[src/design/jfmp_pkg.sv]
// ----------------------------------------------------------------------------
// JEDEC fuse map parser package
// Shared defaults, character classes, the token passed from the front end
// to the back end, the result beat and the parse states.
// ----------------------------------------------------------------------------
package jfmp_pkg;

   // Parameter defaults
   localparam int FUSE_CAPACITY_DEF   = 16384;
   localparam int MAX_TEXT_LENGTH_DEF = 65536;

   // Character class of one byte
   typedef enum logic [2:0] {
      KIND_OTHER,
      KIND_STAR,
      KIND_L,
      KIND_F,
      KIND_G,
      KIND_Q,
      KIND_C,
      KIND_P
   } char_kind_type;

   // Classified character, front end to back end
   typedef struct packed {
      char_kind_type kind;
      logic          is_ws;
      logic          is_dig;
      logic          is_hex;
      logic [3:0]    nib;
      logic          last;
   } token_type;

   // One result beat
   typedef struct packed {
      logic        write_valid;
      logic        fill_valid;
      logic        bit_value;
      logic [13:0] fuse_address;
      logic        parse_error;
      logic [15:0] error_position;
      logic        done_res;
      logic [7:0]  pin_count;
      logic [15:0] fuse_total;
      logic        security_bit;
      logic [15:0] checksum_given;
   } result_type;

   // Field parser states
   typedef enum logic [3:0] {
      ST_OUTSIDE,
      ST_SKIP,
      ST_CMD,
      ST_L_FIRST,
      ST_L_ADDR,
      ST_F_BIT,
      ST_L_BITS,
      ST_Q_SEL,
      ST_QP_FIRST,
      ST_QF_FIRST,
      ST_QP_DIGS,
      ST_QF_DIGS,
      ST_Q_TAIL,
      ST_G_BIT,
      ST_C_FIRST,
      ST_C_DIGS
   } parse_state_type;

endpackage

[src/design/jfmp_fifo2.sv]
// ----------------------------------------------------------------------------
// JEDEC fuse map parser two-entry queue
// Head and tail slots with a fill count; full and empty come from the count
// register only, so neither side sees a path from the other.
// ----------------------------------------------------------------------------
module jfmp_fifo2 #(
   parameter int WIDTH = 8
) (
   input  logic             clock,
   input  logic             reset,
   input  logic             push,
   input  logic [WIDTH-1:0] push_data,
   output logic             full,
   input  logic             pop,
   output logic [WIDTH-1:0] pop_data,
   output logic             empty
);

   logic [1:0]       count_ff;
   logic [1:0]       count_in;
   logic [WIDTH-1:0] head_ff;
   logic [WIDTH-1:0] tail_ff;
   logic             do_push;
   logic             do_pop;

   assign full     = (count_ff == 2'd2);
   assign empty    = (count_ff == 2'd0);
   assign pop_data = head_ff;
   assign do_push  = push && !full;
   assign do_pop   = pop && !empty;

   // Track occupancy
   always_comb begin
      count_in = count_ff;
      if (do_push && !do_pop) begin
         count_in = count_ff + 2'd1;
      end else if (do_pop && !do_push) begin
         count_in = count_ff - 2'd1;
      end
   end

   always_ff @(posedge clock) begin
      if (reset) begin
         count_ff <= 2'd0;
      end else begin
         count_ff <= count_in;
      end
   end

   // Move beats through the slots
   always_ff @(posedge clock) begin
      if (do_pop) begin
         if (count_ff == 2'd2) begin
            head_ff <= tail_ff;
         end else if (do_push) begin
            head_ff <= push_data;
         end
      end else if (do_push) begin
         if (count_ff == 2'd0) begin
            head_ff <= push_data;
         end else begin
            tail_ff <= push_data;
         end
      end
   end

endmodule

[src/design/jfmp_front.sv]
// ----------------------------------------------------------------------------
// JEDEC fuse map parser front end
// Accepts characters, classifies each one and queues the token for the
// parse back end.
// ----------------------------------------------------------------------------
module jfmp_front (
   input  logic                clock,
   input  logic                reset,
   input  logic [7:0]          req_character,
   input  logic                req_last_char,
   input  logic                req_push,
   output logic                req_full,
   input  logic                tok_pop,
   output jfmp_pkg::token_type tok,
   output logic                tok_empty
);

   localparam logic [7:0] CHAR_STAR = 8'h2A;
   localparam logic [7:0] CHAR_L    = 8'h4C;
   localparam logic [7:0] CHAR_F    = 8'h46;
   localparam logic [7:0] CHAR_G    = 8'h47;
   localparam logic [7:0] CHAR_Q    = 8'h51;
   localparam logic [7:0] CHAR_C    = 8'h43;
   localparam logic [7:0] CHAR_P    = 8'h50;
   localparam logic [7:0] CHAR_ZERO = 8'h30;
   localparam int         TOK_W     = $bits(jfmp_pkg::token_type);

   jfmp_pkg::token_type  cls;
   logic [TOK_W-1:0]     tok_bits;
   logic [7:0]           hex_off;

   // Classify the incoming byte
   always_comb begin
      cls.last   = req_last_char;
      cls.is_ws  = (req_character == 8'h20) || (req_character inside {[8'h09:8'h0D]});
      cls.is_dig = req_character inside {[8'h30:8'h39]};
      cls.is_hex = cls.is_dig || (req_character inside {[8'h41:8'h46], [8'h61:8'h66]});
      if (cls.is_dig) begin
         hex_off = req_character - CHAR_ZERO;
      end else if (req_character inside {[8'h41:8'h46]}) begin
         hex_off = req_character - 8'd55;
      end else begin
         hex_off = req_character - 8'd87;
      end
      cls.nib = hex_off[3:0];
      case (req_character)
         CHAR_STAR: cls.kind = jfmp_pkg::KIND_STAR;
         CHAR_L:    cls.kind = jfmp_pkg::KIND_L;
         CHAR_F:    cls.kind = jfmp_pkg::KIND_F;
         CHAR_G:    cls.kind = jfmp_pkg::KIND_G;
         CHAR_Q:    cls.kind = jfmp_pkg::KIND_Q;
         CHAR_C:    cls.kind = jfmp_pkg::KIND_C;
         CHAR_P:    cls.kind = jfmp_pkg::KIND_P;
         default:   cls.kind = jfmp_pkg::KIND_OTHER;
      endcase
   end

   // Queue tokens toward the back end
   jfmp_fifo2 #(
      .WIDTH(TOK_W)
   ) u_tok_queue (
      .clock    (clock),
      .reset    (reset),
      .push     (req_push),
      .push_data(TOK_W'(cls)),
      .full     (req_full),
      .pop      (tok_pop),
      .pop_data (tok_bits),
      .empty    (tok_empty)
   );

   assign tok = jfmp_pkg::token_type'(tok_bits);

endmodule

[src/design/jfmp_back.sv]
// ----------------------------------------------------------------------------
// JEDEC fuse map parser back end
// Runs the field state machine, when not stalled, on one token per cycle,
// keeps running totals and error record and queues a result per character.
// ----------------------------------------------------------------------------
module jfmp_back #(
   parameter int FUSE_CAPACITY   = jfmp_pkg::FUSE_CAPACITY_DEF,
   parameter int MAX_TEXT_LENGTH = jfmp_pkg::MAX_TEXT_LENGTH_DEF
) (
   input  logic                 clock,
   input  logic                 reset,
   input  jfmp_pkg::token_type  tok,
   input  logic                 tok_empty,
   output logic                 tok_pop,
   output jfmp_pkg::result_type rsp,
   output logic                 rsp_empty,
   input  logic                 rsp_pop
);

   localparam int AW    = $clog2(FUSE_CAPACITY + 1);
   localparam int MW    = AW + 4;
   localparam int IW    = $clog2(MAX_TEXT_LENGTH + 1);
   localparam int RES_W = $bits(jfmp_pkg::result_type);

   localparam logic [AW-1:0] CAP_A   = AW'(FUSE_CAPACITY);
   localparam logic [MW-1:0] CAP_M   = MW'(FUSE_CAPACITY);
   localparam logic [IW-1:0] IDX_MAX = IW'(MAX_TEXT_LENGTH);

   jfmp_pkg::parse_state_type state_ff, state_in;
   logic [AW-1:0]             addr_ff, addr_in;
   logic [7:0]                pins_ff, pins_in;
   logic [15:0]               fuses_ff, fuses_in;
   logic                      sec_ff, sec_in;
   logic [15:0]               csum_ff, csum_in;
   logic [IW-1:0]             idx_ff, idx_in;
   logic                      err_ff, err_in;
   logic [IW-1:0]             erridx_ff, erridx_in;

   logic                      fire;
   logic                      oq_full;
   logic                      is_bit;
   logic [MW-1:0]             addr_mul;
   logic [11:0]               pins_mul;
   logic [19:0]               fuses_mul;
   logic [IW-1:0]             pos_src;
   logic [31:0]               pos_wide;
   logic [31:0]               addr_wide;
   logic                      wv, fv, bv;
   logic [AW-1:0]             fa_src;
   jfmp_pkg::result_type      res;
   logic [RES_W-1:0]          rsp_bits;

   assign fire    = !tok_empty && !oq_full;
   assign tok_pop = fire;
   assign is_bit  = tok.is_dig && (tok.nib[3:1] == 3'd0);

   // Decimal accumulate steps
   assign addr_mul  = (MW'(addr_ff) << 3) + (MW'(addr_ff) << 1) + MW'(tok.nib);
   assign pins_mul  = (12'(pins_ff) << 3) + (12'(pins_ff) << 1) + 12'(tok.nib);
   assign fuses_mul = (20'(fuses_ff) << 3) + (20'(fuses_ff) << 1) + 20'(tok.nib);

   // Parse one token
   always_comb begin
      state_in  = state_ff;
      addr_in   = addr_ff;
      pins_in   = pins_ff;
      fuses_in  = fuses_ff;
      sec_in    = sec_ff;
      csum_in   = csum_ff;
      err_in    = err_ff;
      erridx_in = erridx_ff;
      wv        = 1'b0;
      fv        = 1'b0;
      bv        = 1'b0;
      fa_src    = '0;

      // Flag text past the length limit
      if (!err_ff && (idx_ff == IDX_MAX)) begin
         err_in    = 1'b1;
         erridx_in = idx_ff;
      end

      if (!err_in) begin
         if (tok.kind == jfmp_pkg::KIND_STAR) begin
            state_in = jfmp_pkg::ST_CMD;
         end else begin
            case (state_ff)
               jfmp_pkg::ST_CMD: begin
                  if (!tok.is_ws) begin
                     case (tok.kind)
                        jfmp_pkg::KIND_L: begin
                           addr_in  = '0;
                           state_in = jfmp_pkg::ST_L_FIRST;
                        end
                        jfmp_pkg::KIND_F: state_in = jfmp_pkg::ST_F_BIT;
                        jfmp_pkg::KIND_G: state_in = jfmp_pkg::ST_G_BIT;
                        jfmp_pkg::KIND_Q: state_in = jfmp_pkg::ST_Q_SEL;
                        jfmp_pkg::KIND_C: state_in = jfmp_pkg::ST_C_FIRST;
                        default:          state_in = jfmp_pkg::ST_SKIP;
                     endcase
                  end
               end
               jfmp_pkg::ST_L_FIRST: begin
                  if (tok.is_dig) begin
                     addr_in  = AW'(tok.nib);
                     state_in = jfmp_pkg::ST_L_ADDR;
                  end else begin
                     err_in    = 1'b1;
                     erridx_in = idx_ff;
                  end
               end
               jfmp_pkg::ST_L_ADDR: begin
                  if (tok.is_ws) begin
                     state_in = jfmp_pkg::ST_L_BITS;
                  end else if (tok.is_dig) begin
                     addr_in = (addr_mul >= CAP_M) ? CAP_A : addr_mul[AW-1:0];
                  end else begin
                     err_in    = 1'b1;
                     erridx_in = idx_ff;
                  end
               end
               jfmp_pkg::ST_F_BIT: begin
                  if (!tok.is_ws) begin
                     if (is_bit) begin
                        fv       = 1'b1;
                        bv       = tok.nib[0];
                        state_in = jfmp_pkg::ST_SKIP;
                     end else begin
                        err_in    = 1'b1;
                        erridx_in = idx_ff;
                     end
                  end
               end
               jfmp_pkg::ST_L_BITS: begin
                  if (!tok.is_ws) begin
                     if (is_bit && (addr_ff < CAP_A)) begin
                        wv      = 1'b1;
                        bv      = tok.nib[0];
                        fa_src  = addr_ff;
                        addr_in = addr_ff + AW'(1);
                     end else begin
                        err_in    = 1'b1;
                        erridx_in = idx_ff;
                     end
                  end
               end
               jfmp_pkg::ST_Q_SEL: begin
                  if (!tok.is_ws) begin
                     if (tok.kind == jfmp_pkg::KIND_P) begin
                        pins_in  = '0;
                        state_in = jfmp_pkg::ST_QP_FIRST;
                     end else if (tok.kind == jfmp_pkg::KIND_F) begin
                        fuses_in = '0;
                        state_in = jfmp_pkg::ST_QF_FIRST;
                     end else begin
                        state_in = jfmp_pkg::ST_CMD;
                     end
                  end
               end
               jfmp_pkg::ST_QP_FIRST: begin
                  if (!tok.is_ws) begin
                     if (tok.is_dig) begin
                        pins_in  = 8'(tok.nib);
                        state_in = jfmp_pkg::ST_QP_DIGS;
                     end else begin
                        err_in    = 1'b1;
                        erridx_in = idx_ff;
                     end
                  end
               end
               jfmp_pkg::ST_QF_FIRST: begin
                  if (!tok.is_ws) begin
                     if (tok.is_dig) begin
                        fuses_in = 16'(tok.nib);
                        state_in = jfmp_pkg::ST_QF_DIGS;
                     end else begin
                        err_in    = 1'b1;
                        erridx_in = idx_ff;
                     end
                  end
               end
               jfmp_pkg::ST_QP_DIGS: begin
                  if (tok.is_dig) begin
                     pins_in = (pins_mul > 12'd255) ? 8'hFF : pins_mul[7:0];
                  end else if (tok.is_ws) begin
                     state_in = jfmp_pkg::ST_Q_TAIL;
                  end else begin
                     err_in    = 1'b1;
                     erridx_in = idx_ff;
                  end
               end
               jfmp_pkg::ST_QF_DIGS: begin
                  if (tok.is_dig) begin
                     fuses_in = (fuses_mul > 20'd65535) ? 16'hFFFF : fuses_mul[15:0];
                  end else if (tok.is_ws) begin
                     state_in = jfmp_pkg::ST_Q_TAIL;
                  end else begin
                     err_in    = 1'b1;
                     erridx_in = idx_ff;
                  end
               end
               jfmp_pkg::ST_Q_TAIL: begin
                  if (!tok.is_ws) begin
                     err_in    = 1'b1;
                     erridx_in = idx_ff;
                  end
               end
               jfmp_pkg::ST_G_BIT: begin
                  if (!tok.is_ws) begin
                     if (is_bit) begin
                        sec_in   = tok.nib[0];
                        state_in = jfmp_pkg::ST_SKIP;
                     end else begin
                        err_in    = 1'b1;
                        erridx_in = idx_ff;
                     end
                  end
               end
               jfmp_pkg::ST_C_FIRST: begin
                  if (!tok.is_ws) begin
                     if (tok.is_hex) begin
                        csum_in  = 16'(tok.nib);
                        state_in = jfmp_pkg::ST_C_DIGS;
                     end else begin
                        err_in    = 1'b1;
                        erridx_in = idx_ff;
                     end
                  end
               end
               jfmp_pkg::ST_C_DIGS: begin
                  if (tok.is_hex) begin
                     csum_in = {csum_ff[11:0], tok.nib};
                  end else if (tok.is_ws) begin
                     state_in = jfmp_pkg::ST_CMD;
                  end else begin
                     err_in    = 1'b1;
                     erridx_in = idx_ff;
                  end
               end
               default: begin
                  state_in = state_ff;
               end
            endcase
         end
      end

      // Advance the character index, holding at the limit
      idx_in = (idx_ff == IDX_MAX) ? idx_ff : idx_ff + IW'(1);

      // Assemble the result beat from the updated state
      pos_src   = err_in ? erridx_in : idx_ff;
      pos_wide  = 32'(pos_src);
      addr_wide = 32'(fa_src);

      res.write_valid    = wv;
      res.fill_valid     = fv;
      res.bit_value      = bv;
      res.fuse_address   = addr_wide[13:0];
      res.parse_error    = err_in;
      res.error_position = (pos_wide > 32'd65535) ? 16'hFFFF : pos_wide[15:0];
      res.done_res       = tok.last;
      res.pin_count      = pins_in;
      res.fuse_total     = fuses_in;
      res.security_bit   = sec_in;
      res.checksum_given = csum_in;

      // Drop all state after the last character
      if (tok.last) begin
         state_in  = jfmp_pkg::ST_OUTSIDE;
         addr_in   = '0;
         pins_in   = '0;
         fuses_in  = '0;
         sec_in    = 1'b0;
         csum_in   = '0;
         idx_in    = '0;
         err_in    = 1'b0;
         erridx_in = '0;
      end
   end

   // Hold parser state
   always_ff @(posedge clock) begin
      if (reset) begin
         state_ff  <= jfmp_pkg::ST_OUTSIDE;
         addr_ff   <= '0;
         pins_ff   <= '0;
         fuses_ff  <= '0;
         sec_ff    <= 1'b0;
         csum_ff   <= '0;
         idx_ff    <= '0;
         err_ff    <= 1'b0;
         erridx_ff <= '0;
      end else if (fire) begin
         state_ff  <= state_in;
         addr_ff   <= addr_in;
         pins_ff   <= pins_in;
         fuses_ff  <= fuses_in;
         sec_ff    <= sec_in;
         csum_ff   <= csum_in;
         idx_ff    <= idx_in;
         err_ff    <= err_in;
         erridx_ff <= erridx_in;
      end
   end

   // Queue result beats toward the consumer
   jfmp_fifo2 #(
      .WIDTH(RES_W)
   ) u_rsp_queue (
      .clock    (clock),
      .reset    (reset),
      .push     (fire),
      .push_data(RES_W'(res)),
      .full     (oq_full),
      .pop      (rsp_pop),
      .pop_data (rsp_bits),
      .empty    (rsp_empty)
   );

   assign rsp = jfmp_pkg::result_type'(rsp_bits);

endmodule

[src/design/jedec_fuse_map_parser.sv]
// ----------------------------------------------------------------------------
// JEDEC fuse map parser
// Streams the text of a JEDEC fuse file and reports fuse writes, fills,
// header counts, the security bit, the checksum field and parse errors.
// ----------------------------------------------------------------------------
// One result beat comes out for every character pushed in, in order. The
// block sustains one character per clock while results are popped: the
// back-end field state machine makes one parse step per cycle, and
// two-entry queues sit on each side of it, so a push is taken while earlier
// results still wait. A character's token and then its result are queued.
// The last character of a file (req_last_char high) gets a result with
// done_res set and returns the parser to reset, ready for the next file.
module jedec_fuse_map_parser #(
   parameter int FUSE_CAPACITY   = jfmp_pkg::FUSE_CAPACITY_DEF,
   parameter int MAX_TEXT_LENGTH = jfmp_pkg::MAX_TEXT_LENGTH_DEF
) (
   input  logic        clock,
   input  logic        reset,
   input  logic [7:0]  req_character,
   input  logic        req_last_char,
   input  logic        push,
   output logic        full,
   output logic        rsp_write_valid,
   output logic        rsp_fill_valid,
   output logic        rsp_bit_value,
   output logic [13:0] rsp_fuse_address,
   output logic        rsp_parse_error,
   output logic [15:0] rsp_error_position,
   output logic        rsp_done_res,
   output logic [7:0]  rsp_pin_count,
   output logic [15:0] rsp_fuse_total,
   output logic        rsp_security_bit,
   output logic [15:0] rsp_checksum_given,
   output logic        empty,
   input  logic        pop
);

   jfmp_pkg::token_type  tok;
   logic                 tok_empty;
   logic                 tok_pop;
   jfmp_pkg::result_type rsp;

   // Accept and classify characters
   jfmp_front u_front (
      .clock        (clock),
      .reset        (reset),
      .req_character(req_character),
      .req_last_char(req_last_char),
      .req_push     (push),
      .req_full     (full),
      .tok_pop      (tok_pop),
      .tok          (tok),
      .tok_empty    (tok_empty)
   );

   // Parse and report
   jfmp_back #(
      .FUSE_CAPACITY  (FUSE_CAPACITY),
      .MAX_TEXT_LENGTH(MAX_TEXT_LENGTH)
   ) u_back (
      .clock    (clock),
      .reset    (reset),
      .tok      (tok),
      .tok_empty(tok_empty),
      .tok_pop  (tok_pop),
      .rsp      (rsp),
      .rsp_empty(empty),
      .rsp_pop  (pop)
   );

   // Break out the result beat
   assign rsp_write_valid    = rsp.write_valid;
   assign rsp_fill_valid     = rsp.fill_valid;
   assign rsp_bit_value      = rsp.bit_value;
   assign rsp_fuse_address   = rsp.fuse_address;
   assign rsp_parse_error    = rsp.parse_error;
   assign rsp_error_position = rsp.error_position;
   assign rsp_done_res       = rsp.done_res;
   assign rsp_pin_count      = rsp.pin_count;
   assign rsp_fuse_total     = rsp.fuse_total;
   assign rsp_security_bit   = rsp.security_bit;
   assign rsp_checksum_given = rsp.checksum_given;

endmodule

[config.mk]
export PLATFORM = sky130hd
export DESIGN_NAME = jedec_fuse_map_parser
export DESIGN_NICKNAME = d
export VERILOG_FILES = /design/src/design/jfmp_pkg.sv /design/src/design/jfmp_fifo2.sv /design/src/design/jfmp_front.sv /design/src/design/jfmp_back.sv /design/src/design/jedec_fuse_map_parser.sv
export SDC_FILE = /design/constraint.sdc
export NUM_CORES = 1
export LEC_CHECK = 0
export ABC_AREA = 1
export ABC_CLOCK_PERIOD_IN_PS = 11400
export BUFFER_PORTS_ARGS = -buffer_cell sky130_fd_sc_hd__buf_2
export CORE_MARGIN = 3
export CORE_UTILIZATION = 35
export CTS_CLUSTER_DIAMETER = 50
export CTS_CLUSTER_SIZE = 25
export DETAILED_ROUTE_END_ITERATION = 12
export GPL_TIMING_DRIVEN = 0
export SYNTH_ARGS = -nofsm -noshare
export SYNTH_HDL_FRONTEND = slang
export SYNTH_HIERARCHICAL = 1
export SYNTH_SLANG_ARGS = --single-unit
[constraint.sdc]
create_clock -name clock -period 11.4 [get_ports clock]
set_clock_uncertainty 0.2 [all_clocks]
set_input_delay 2.28 -clock clock [delete_from_list [all_inputs] [get_ports clock]]
set_output_delay 2.28 -clock clock [all_outputs]
set_load 0.005 [all_outputs]
==> run summary, run 1 <==
Prior to clock tree synthesis, the placed netlist has a worst setup slack of 6.58 ns. The insertion delay of the later-clocked pin in the worst-skew pair came out at 0.58 ns. Setup repair after global routing left no endpoint under its margin.

TritonCTS built the clock tree. The headroom to the max-slew limit came out at 43.6%. The switching power summed over all nets came out at around 1.8 mW. In this run the remaining antenna-violating nets after routing total 0. The routed wire length on met2 came out at 24400 µm. The internal power summed over all cells is 2.44 mW. The total length of routed wires is 52600 µm.

The worst supply voltage drop on vdd came out at 0.130 mV. Summing all placed instances gives a cell area of 0.0188 mm². The average detailed-routed wire length per instance is approximately 17 µm. The DRC violation total after the first TritonRoute iteration came out at approximately 1500. The number of global-route vias before repair is between 15000 and 20000. The top routing layer in use is met4.

The transition time at the pin with the least slew margin is 0.846 ns. Of the cells placed in the final design, the portion with a size suffix greater than 1 is around 11%. The hold-critical path depth is 2.

The post-route non-filler standard cell count is 3150. Setup violations remaining at the end of the flow were counted as 0. In the synthesized netlist the dominant register cell turns out to be edfxtp_1. The post-layout worst setup margin is 7.19 ns. The number of vias per cell after detailed routing is 5.19. The final net count is 2567.

The static leakage came out at between 8 and 9 nW. The core utilization of the finished layout is around 40%. The worst register-to-register path has a depth of 16. The flow ran to the end, and the final reports show no timing, DRC or antenna violations. The share of power burned in registers is 34.7%.

For this configuration, the core starts out at a cell density of 35.5%. The upper clock frequency limit is 237 MHz. The number of hold buffers added after CTS was 0. The first TritonRoute pass finished after 6 iterations. Synthesis handed over a netlist of 2332 instances. The core region area came out at 0.0491 mm². The total of warnings raised by yosys is 6. The total CTS buffers is 29. In the final routing, the length of wire on met1 measures 23600 µm.

The critical path arrival is 4.28 ns. In this run the post-CTS setup repair buffer count came out at 0. The worst-case clock buffer depth is 3. The clock period could shrink to 4.21 ns. The number of antenna diodes in the final layout is 0. The number of maximum-capacitance constraint violations came out at 0. The global-route wire length before repair is between 80000 and 90000 µm. The wire length on met3 came out at 3110 µm.

Routability-driven placement finished with a final weighted congestion of about 0.95. The part of the total power dissipated in combinational logic is 41.5%. The total power is 4.27 mW.

The total power density per cell area is 215 mW/mm². Of all flip-flops after synthesis, the portion carrying an async set or reset was 0%. The netlist area before placement came out at 0.0174 mm².

The element type at the critical path start is an input pin. The half-perimeter wire length after placement came out at 40100 µm. Global routing used between 10% and 20% of the available tracks across all layers. The number of levels in the clock H-tree came out at 1. The routed layout has about 16000 vias. The total count of max-transition violations in the final report came to 0. The biggest fanout along the worst timing path came out at 10. The number of distinct library cells after synthesis came out at 61. The mean instance size in the synthesized netlist is 7.46 µm². The cell sitting at the root of the clock tree is a clkbuf_16. Post-CTS repair changed the size of 0 cells. The hold violation count in the final report came out at 0.

In this run, placement finished with an instance count of 3096. The number of top-level pins came out at 91. The number of flops mapped to enable cells by yosys is about 170. edfxtp_1 takes more of the synthesized area than any other cell. The flop and latch count out of synthesis is 273.

The overall die height came out at 229 µm. The standard-cell row count is 81. Relative to the synthesized area, the layout overhead comes to 14.1%.

For this run, design rule violations remaining after detail routing come to 0. The clock network burns around a quarter of the power. The die covers 0.0524 mm². The worst path required time came out at approximately 11 ns. After global routing the overflow that remains totals 0.

The number of sinks on the clock net came out at 273. Net switching is 42.8% of the power. Sorting the synthesized cells by area gives the leading types as edfxtp_1 30%, nand2_1 17%, dfxtp_1 11%, nand3_1 6.5%, ha_1 6.1%. The count of input and output buffers is 88.

The finished cells cover 0.0198 mm². The number of antenna violations at the first check in global routing came out at 0. The post-synthesis sequential area ratio came out at between 40% and 50%.

STA classifies the critical path endpoint as a flip-flop. The post-route fraction of the period consumed by the critical path came out at 37.0%. The post-synth net total is 2436. The pin count of the biggest net entering global routing came out at 54. The clock transition at the registers of the reported paths is 0.06 ns.

The synthesized design devotes to its leading area cell type 30.0% of total area. The worst setup path is of the input pin to flip-flop kind. The die is 229 µm wide. The worst min-delay path category is flip-flop to flip-flop.
-- cells by family (layout without fill, tap and decap cells) --
kind of cell | Yosys count | in the layout | share of synthesized area (%)
flops | 273 | 273 | 41.4
compound gates | 380 | 380 | 12.3
buf+inv | 300 | 454 | 7.41
xor+xnor | 15 | 15 | 0.756
fa+ha+maj | 91 | 91 | 6.81
simple gates | 1273 | 1273 | 31.2
-- through the flow --
step / hold slack (ns) / TNS [ns]
2_1_floorplan: 0.245 / 0
3_3_place_gp: 0.252 / -241.57
3_5_place_dp: 0.255 / 0
4_1_cts: 0.265 / 0
5_1_grt: 0.278 / 0
6_report: 0.264 / 0
-- final timing paths --
| check | startpoint | endpoint | slack, ns |
|---|---|---|---|
| worst max-delay path | pop | u_back/u_rsp_queue/tail_ff[31] | 7.19 |
| worst min register to register | u_back/erridx_ff[14] | u_back/erridx_ff[14] | 0.26 |
| worst max register to register | u_front/u_tok_queue/pop_data[4] | u_back/u_rsp_queue/pop_data[21] | 7.31 |
| worst min-delay path | u_back/erridx_ff[14] | u_back/erridx_ff[14] | 0.26 |
-- per-layer routing --
layer  up-vias  GRT usage [%]
met5         -              0
met3        77           1.94
met1      7647           27.0
met2       527           32.8
met4         0           5.80
li1       8082              -
-- cell usage after synthesis, drive strengths merged, types with 22 or more instances --
| library cell | instances |
|---|---|
| nand2 | 797 |
| nand3 | 233 |
| inv | 208 |
| nor2 | 187 |
| edfxtp | 174 |
| a21oi | 173 |
| o21ai | 132 |
| dfxtp | 99 |
| ha | 85 |
| buf | 49 |
| clkbuf | 40 |
| nor3 | 22 |
-- cell usage in the layout (no fill, tap or decap), drive strengths merged, types with 10 or more instances in the layout --
| cell type | netlist | routed |
|---|---|---|
| nor3 | 22 | 22 |
| o22ai | 13 | 13 |
| buf | 49 | 149 |
| edfxtp | 174 | 174 |
| nand3 | 233 | 233 |
| nor2 | 187 | 187 |
| a21oi | 173 | 173 |
| clkbuf | 40 | 70 |
| clkinv | 3 | 10 |
| dfxtp | 99 | 99 |
| ha | 85 | 85 |
| o211ai | 16 | 16 |
| inv | 208 | 221 |
| o21ai | 132 | 132 |
| nand2 | 797 | 797 |
| nand4 | 20 | 20 |
-- power groups by stage --
| stage | logic (mW) | clock network [mW] | registers (mW) |
|---|---|---|---|
| 6_report | 1.77 | 1.01 | 1.48 |
| 5_1_grt | 1.95 | 1.08 | 1.51 |
| 4_1_cts | 1.77 | 1.04 | 1.49 |
| 3_5_place_dp | 1.76 | 0 | 1.51 |
| 3_3_place_gp | 1.70 | 0 | 1.54 |
| 2_1_floorplan | 1.07 | 0 | 1.52 |
-- layout make-up --
cell class	count	area (µm²)
multi-input cells	1759	8910
plain buffers	89	497
well taps	664	831
repair buffers	100	551
clock buffers	30	739
fillers	5082	29200
inverters	211	792
clock inverters	24	307
flip-flops and latches	273	7210
-- worst max-delay path, stage by stage --
cell	delay [ns]
buf_2	0.21
buf_2	0.24
nor4_2	0.50
buf_4	0.27
buf_4	0.18
buf_4	0.19
buf_4	0.20
buf_4	0.20
-- flip-flops by register name (all words and copies together), names as in the netlist --
name / flops
u_back/addr_ff: 15
u_back/csum_ff: 16
u_back/err_ff: 1
u_back/erridx_ff: 17
u_back/fuses_ff: 16
u_back/idx_ff: 17
u_back/pins_ff: 8
u_back/sec_ff: 1
u_back/state_ff: 4
u_back/u_rsp_queue/count_ff: 2
u_back/u_rsp_queue/pop_data: 76
u_back/u_rsp_queue/tail_ff: 76
u_front/u_tok_queue/count_ff: 2
u_front/u_tok_queue/pop_data: 11
u_front/u_tok_queue/tail_ff: 11
Note: power is estimated with default switching activity, not from simulation.
==> run 2: changes to the inputs <==
--- a/config.mk
+++ b/config.mk
@@ -6,7 +6,7 @@
 export NUM_CORES = 1
 export LEC_CHECK = 0
 export ABC_AREA = 1
-export ABC_CLOCK_PERIOD_IN_PS = 11400
+export ABC_CLOCK_PERIOD_IN_PS = 3600
 export BUFFER_PORTS_ARGS = -buffer_cell sky130_fd_sc_hd__buf_2
 export CORE_MARGIN = 3
 export CORE_UTILIZATION = 35
==> constraint.sdc (replaced) <==
create_clock -name clock -period 3.6 [get_ports clock]
set_clock_uncertainty 0.2 [all_clocks]
set_input_delay 0.72 -clock clock [delete_from_list [all_inputs] [get_ports clock]]
set_output_delay 0.72 -clock clock [all_outputs]
set_load 0.005 [all_outputs]
==> run summary, run 2 (synthesized netlist as in run 1, its figures left out) <==
The total count of max-transition violations in the final report came out at 0. In this run the vertical extent of the chip is 229 µm. In the layout the commonest cells are 777 x nand2_1, 224 x nand3_1, 194 x inv_1. The critical path arrival came out at 3.74 ns. The library cell used most frequently in the layout, excluding fill and tap cells, is nand2_1. The placed standard-cell area came out at roughly 0.019 mm². The worst min-delay path category is input pin to flip-flop.

The final setup violation count came out at 0. The number of antenna violations at the first check in global routing came out at 0. The hold-critical path depth came out at 1. The root buffer cell chosen for the clock tree is clkbuf_16. The switching share of power came out at between 40% and 50%. In this design, the critical path's most frequently occurring cell is nand2_1.

The endpoint identified for the worst register-to-register timing path is u_back/u_rsp_queue/pop_data[57]. The total CTS buffers came out at 30. The number of top-level pins is 91. The count of input and output buffers came out at 88. The first-pass iteration count of the detailed router is 6. The initial core utilization is 35.5%. The fraction of layout cells with a size suffix above 1 came out at about an eighth. The static leakage came out at 8.77 nW. The final hold slack is 0.172 ns. The worst path required time is 3.82 ns. The instance count after placement with tap cells included came out at 3091. The switching power summed over all nets is 5.85 mW.

Prior to clock tree synthesis, the placed netlist has a worst setup slack of -0.464 ns. The number of maximum-capacitance constraint violations is 0. In this run, the clock network consumes 24.3% of the power. The number of remaining DRC errors came out at 0. The part of the total power dissipated in combinational logic is around two fifths. The total length of routed wires came out at 52500 µm.

The internal portion of the total power is 7.85 mW. The half-perimeter wire length after placement is 39800 µm. The critical path is of the flip-flop to flip-flop type.

The die outline width came out at 229 µm. The cell count of the worst reg-to-reg path came out at 21. The number of vias in the routed layout is 16362. The headroom to the max-slew limit came out at 32.4%. The residual antenna-violating net count after detailed routing is 0. The run finished with clean final reports.

The post-route non-filler standard cell count is 3159. The number of inserted filler cells in the final layout came out at ~5000. For this run, the total global-route usage over all layers was measured as 19.5%. The clock transition at the registers of the reported paths is 0.07 ns.

Among all stages on the critical path, the largest delay is contributed by dfxtp_1. The DRC violation total after the first TritonRoute iteration came out at 1479. The share of power burned in registers is 34.0%. The total congestion overflow is 0. The weighted congestion reported at the end of routability-driven placement came out at roughly 0.95. The post-layout worst setup margin came out at 0.0769 ns. The biggest fanout along the worst timing path came out at 10. The signal on the critical path passes through inv_1 > ha_1 > nand2_1 > inv_1 > nand2_1 > nor2_1 > nand3_4 > nand2_1 > inv_1 > nand2_2 > nand3_1 > nand2_1 > nor2_1 > nand2_1 > nand2_1 > nand3_2 > nand2_4 > buf_6 > nand2_1 > nand2_1 > nand2_1. Across the VDD grid, the largest voltage drop is 0.340 mV. The core region is 0.0491 mm². The post-route minimum period is 3.52 ns. The origin of the critical flop-to-flop path is u_back/idx_ff[0]. The setup check on the worst reg-to-reg path leaves a slack of 0.08 ns.

The total power density per cell area is between 600 and 700 mW/mm². Using the TritonRoute via totals, the vias-per-cell ratio works out to 5.18. The cell family with the largest share of critical-path delay is simple AND/OR/NAND/NOR gates.

The maximum single-stage delay on the critical path came out at ~0.4 ns. The total non-filler cell area in the finished layout is 0.0201 mm². The worst setup path is launched from a flip-flop. The hold violation count in the final report is 0. The die footprint is 0.0524 mm². Together, buffers and inverters on the worst path number 4. The number of sinks on the clock net came out at around 270. The global-route wire length before repair came out at 83300 µm. After floorplanning, the core was divided into 81 placement rows. The synthesis-to-finish area growth came out at 15.8%. The worst setup path is captured at a flip-flop.

The final net count is 2575. The cts-stage hold buffer count is 0. Dividing the detail-routed wire length by the instance count gives about 17 µm. In this run the deepest clock path goes through 3 buffers. Derived from the worst setup path, the maximum achievable clock frequency is approximately 280 MHz. The path with the worst hold slack has its endpoint at u_front/u_tok_queue/tail_ff[0]. The antenna diode instance count is 0. The final critical path takes up between 90% and 100% of the cycle. TritonCTS built the clock tree.

In this run the worst setup path begins at u_back/idx_ff[0]. The later pin in the worst-skew pair is clocked with a latency of 0.58 ns. The number of global-route vias before repair is 15203. The core utilization of the finished layout is 41.0%. The pin count of the biggest net entering global routing is 65. The transition time at the pin with the least slew margin came out at 1.01 ns. In this run the number of H-tree levels came out at 1. The startpoint of the lowest-slack hold path is req_last_char.
[run 2: repair_timing]
item,4_1_cts,5_1_grt
buffers inserted,5,7
pin swaps,1,7
endpoints found under the setup margin,57,86
gates resized for setup,5,28
[run 2: worst max-delay path by stage]
stage	end	slack [ns]	depth (start not counted)
floorplan	u_back/u_rsp_queue/tail_ff[0]	-0.42	6
global placement	u_back/u_rsp_queue/tail_ff[29]	-1.89	6
detailed placement	u_back/u_rsp_queue/pop_data[29]	-0.46	16
CTS	u_back/u_rsp_queue/pop_data[32]	-0.006	17
global route	u_back/u_rsp_queue/pop_data[57]	-0.03	21
finish	u_back/u_rsp_queue/pop_data[57]	0.08	21
[run 2: power by group through the flow]
| stage | sequential [mW] | combinational [mW] | clock [mW] |
|---|---|---|---|
| 2_1_floorplan | 4.80 | 3.41 | 0 |
| 3_3_place_gp | 4.83 | 5.37 | 0 |
| 3_5_place_dp | 4.77 | 5.55 | 0 |
| 4_1_cts | 4.68 | 5.64 | 3.41 |
| 5_1_grt | 4.73 | 6.31 | 3.53 |
| 6_report | 4.65 | 5.72 | 3.33 |
[run 2: layout make-up]
class                           count  area, µm²  area share [%]
Clock buffer                       33        793            3.94
Sequential cell                   273       7210            35.8
Buffer                             89        518            2.57
Inverter                          211        792            3.93
Clock inverter                     23        314            1.56
Multi-Input combinational cell   1759       9010            44.7
Tap cell                          664        831            4.13
Timing Repair Buffer              107        667            3.31
[run 2: metal layers]
metal  vias up  wire length [µm]  track usage (%)
met3       103              3400             2.34
met2       550             23900             31.9
met4         0              1730             6.51
met5         -                 0                0
li1       8093                 -                -
met1      7616             23500             26.7
[run 2: through the flow]
stage | TNS [ns] | power (mW)
after floorplan | -31.61 | 8.21
after global placement | -195.89 | 10.2
after detailed placement | -13.55 | 10.3
after CTS | -0.00915 | 13.7
after global routing | -0.0771 | 14.6
final | 0 | 13.7
[run 2: worst reg2reg max path, cell delays in order, from the launching register on]
cell and delay [ns]:
dfxtp_1 0.40, inv_1 0.19, ha_1 0.23, nand2_1 0.07, inv_1 0.05, nand2_1 0.04
nor2_1 0.38, nand3_4 0.27, nand2_1 0.19, inv_1 0.11, nand2_2 0.11, nand3_1 0.08
nand2_1 0.09, nor2_1 0.04, nand2_1 0.06, nand2_1 0.08, nand3_2 0.10, nand2_4 0.10
buf_6 0.17, nand2_1 0.18, nand2_1 0.09, nand2_1 0.13
==> run 3: changes to the inputs <==
--- a/config.mk
+++ b/config.mk
@@ -8,12 +8,15 @@
 export ABC_AREA = 1
 export ABC_CLOCK_PERIOD_IN_PS = 3600
 export BUFFER_PORTS_ARGS = -buffer_cell sky130_fd_sc_hd__buf_2
+export CELL_PAD_IN_SITES_DETAIL_PLACEMENT = 0
+export CELL_PAD_IN_SITES_GLOBAL_PLACEMENT = 1
 export CORE_MARGIN = 3
 export CORE_UTILIZATION = 35
 export CTS_CLUSTER_DIAMETER = 50
 export CTS_CLUSTER_SIZE = 25
 export DETAILED_ROUTE_END_ITERATION = 12
 export GPL_TIMING_DRIVEN = 0
+export PLACE_DENSITY_LB_ADDON = 0.1
 export SYNTH_ARGS = -nofsm -noshare
 export SYNTH_HDL_FRONTEND = slang
 export SYNTH_HIERARCHICAL = 1
==> run summary, run 3 (synthesized netlist as in run 1, its figures left out) <==
The run finished with clean final reports. Summing all placed instances gives a cell area of 0.0188 mm². The hold-critical path depth came out at 1. The critical path goes through buf_4 > fa_1 > inv_1 > fa_1 > inv_1 > nand4_1 > nand3_1 > o21ai_0 > nor2_2 > and2_4 > nand3_1 > nand2_1 > nand2_1 > nand2_1 > nand2_1.

The cell count of the worst reg-to-reg path is 15. The number of sinks on the clock net came out at approximately 270. The most common library cell in the layout ignoring fill and taps is nand2_1. The core region area came out at 0.0491 mm². The clock transition at the registers of the reported paths came out at around 0.050 ns. The number of global-route vias before repair came out at 15263. The number of levels in the clock H-tree came out at 2. The cell that appears most often on the critical path is nand2_1.

The number of remaining DRC errors is 0. The total CTS buffers came out at 40. The biggest fanout along the worst timing path came out at 5. The cell family with the largest share of critical-path delay is simple AND/OR/NAND/NOR gates. The worst setup path startpoint is u_front/u_tok_queue/pop_data[4]. The post-route minimum period is 3.41 ns.

The slowest stage of the critical path belongs to the cell fa_1. The clock tree from TritonCTS is done. The worst setup path is captured at a flip-flop. In the final design database the tool counted about 2600 nets. The origin of the critical flop-to-flop path is u_front/u_tok_queue/pop_data[4]. The element type at the critical path start is a flip-flop. The endpoint identified for the worst register-to-register timing path is u_back/u_rsp_queue/pop_data[40]. The antenna diode instance count is 0. The pre-antenna-repair detailed-routing pass consisted of 7 iterations. In this run the power density over the cells is 703 mW/mm². The cts-stage hold buffer count came out at 0. The worst-case IR drop observed on VDD is ~0.33 mV.

Timing would allow up to 293 MHz. The number of buffers and inverters on the critical path is 3. The number of top-level pins is 91. The average detailed-routed wire length per instance is 17.9 µm. The DRC violation total after the first TritonRoute iteration is 1143. Leaving out fill and tap cells, the most frequent cells in the layout are 773 x nand2_1, 224 x nand3_1, 194 x inv_1.

Setup violations remaining at the end of the flow were counted as 0. The fraction of layout cells with a size suffix above 1 came out at between 10% and 20%. The half-perimeter wire length after placement is ~43000 µm. Across the run, the number of max-cap violations was 0. The number of antenna violations at the first check in global routing came out at 1. The synthesis-to-finish area growth came out at 17.0%. The static leakage is 8.91 nW. After detailed routing, the number of vias per cell comes to roughly 5. The initial utilization of the core area, before any placement, comes to 35.5%. The critical path arrival is 3.51 ns. The worst-case clock buffer depth is 3. The number of vias in the routed layout is 16221. Setup slack on the worst reg-to-reg path comes out at about 0.19 ns.

The total length of routed wires is ~57000 µm. The path with the worst hold slack has its endpoint at u_front/u_tok_queue/tail_ff[0]. The root buffer cell chosen for the clock tree is clkbuf_16. For this run, the slowest stage of the critical path takes between 0.5 and 0.6 ns. The pin count of the biggest net entering global routing is 57. The count of input and output buffers came out at 88.

In this run the worst hold path is classified as input pin to flip-flop. The hold violation count in the final report is 0. The final hold slack came out at 0.176 ns.

The all-layer global routing usage came out at 21.3%. The worst path required time is 3.70 ns. The startpoint of the lowest-slack hold path is req_last_char. The total count of max-transition violations in the final report is 0. In the finished design, the share of the clock period the worst path needs comes to a little over nine tenths.

The global-route wire length before repair came out at slightly below 90000 µm. The overall die height is 229 µm. The residual antenna-violating net count after detailed routing is 0. The die outline width is roughly 230 µm. Global routing finished with a remaining overflow of 0. The total non-filler cell area in the finished layout is a little over 0.02 mm². The critical setup path kind is flip-flop to flip-flop. The standard-cell row count is 81.

The die footprint came out at 0.0524 mm². The transition time at the pin with the least slew margin came out at about 0.95 ns. The headroom to the max-slew limit is 36.8%.

The insertion delay of the later-clocked pin in the worst-skew pair came out at roughly 0.56 ns. At the end of routability-driven placement, the weighted congestion stood at 0.918.
## run 3: cell count changes in the layout (fill, tap and decap cells not counted), sizes merged
| cell | previous run | this run |
|---|---|---|
| buf | 156 | 162 |
| clkbuf | 73 | 88 |
| clkinv | 12 | 10 |
| clkinvlp | 1 | 2 |
| inv | 220 | 223 |
## run 3: where the power goes
group	switching [mW]	total (mW)	internal, mW
logic	4.13	5.81	1.68
clock network	1.60	3.84	2.24
registers	0.273	4.67	4.39
total	6.00	14.3	8.31
## run 3: area by class of cell
cell class                 instances  area, µm²
clock buffer                      48       1060
buffer                            89        518
clock inverter                    25        248
tap                              664        831
timing repair buffer             113        694
fill                            5157      28700
sequential                       273       7210
inverter                         211        792
multi-input combinational       1759       9000
## run 3: per-stage QoR
step | util [%] | setup TNS, ns | instances | setup slack, ns | total power, mW
6_report | 41.5 | 0 | 3182 | 0.185 | 14.3
3_5_place_dp | 38.3 | -16.89 | 3091 | -0.552 | 10.5
4_1_cts | 41.2 | -0.0245 | 3175 | -0.0245 | 14.4
2_1_floorplan | - | -31.61 | 2332 | -0.416 | 8.21
5_1_grt | 41.5 | -0.0177 | 3182 | -0.0121 | 15.2
3_3_place_gp | 38.1 | -235.98 | 3084 | -2.11 | 10.3
## run 3: what timing repair did
item,4_1_cts,5_1_grt
endpoints found under the setup margin,65,84
gates resized for setup,8,33
pin swaps,2,9
cloned,0,0
setup buffers,11,7
## run 3: how the worst max path moves through the flow
stage | to | slack [ns] | cells past startpoint
floorplan | u_back/u_rsp_queue/tail_ff[0] | -0.42 | 6
global placement | u_back/u_rsp_queue/tail_ff[53] | -2.11 | 6
detailed placement | u_back/u_rsp_queue/pop_data[29] | -0.55 | 16
CTS | u_back/u_rsp_queue/pop_data[29] | -0.02 | 17
global route | u_back/addr_ff[2] | -0.01 | 16
finish | u_back/u_rsp_queue/pop_data[40] | 0.19 | 15
## run 3: layer usage
layer / GRT usage, % / vias up / part of all wire [%]
met4: 4.86 / 0 / 2.0
met5: 0 / - / 0
met1: 30.7 / 7599 / 48
met3: 3.35 / 77 / 5.7
met2: 33.8 / 408 / 45
li1: - / 8137 / -
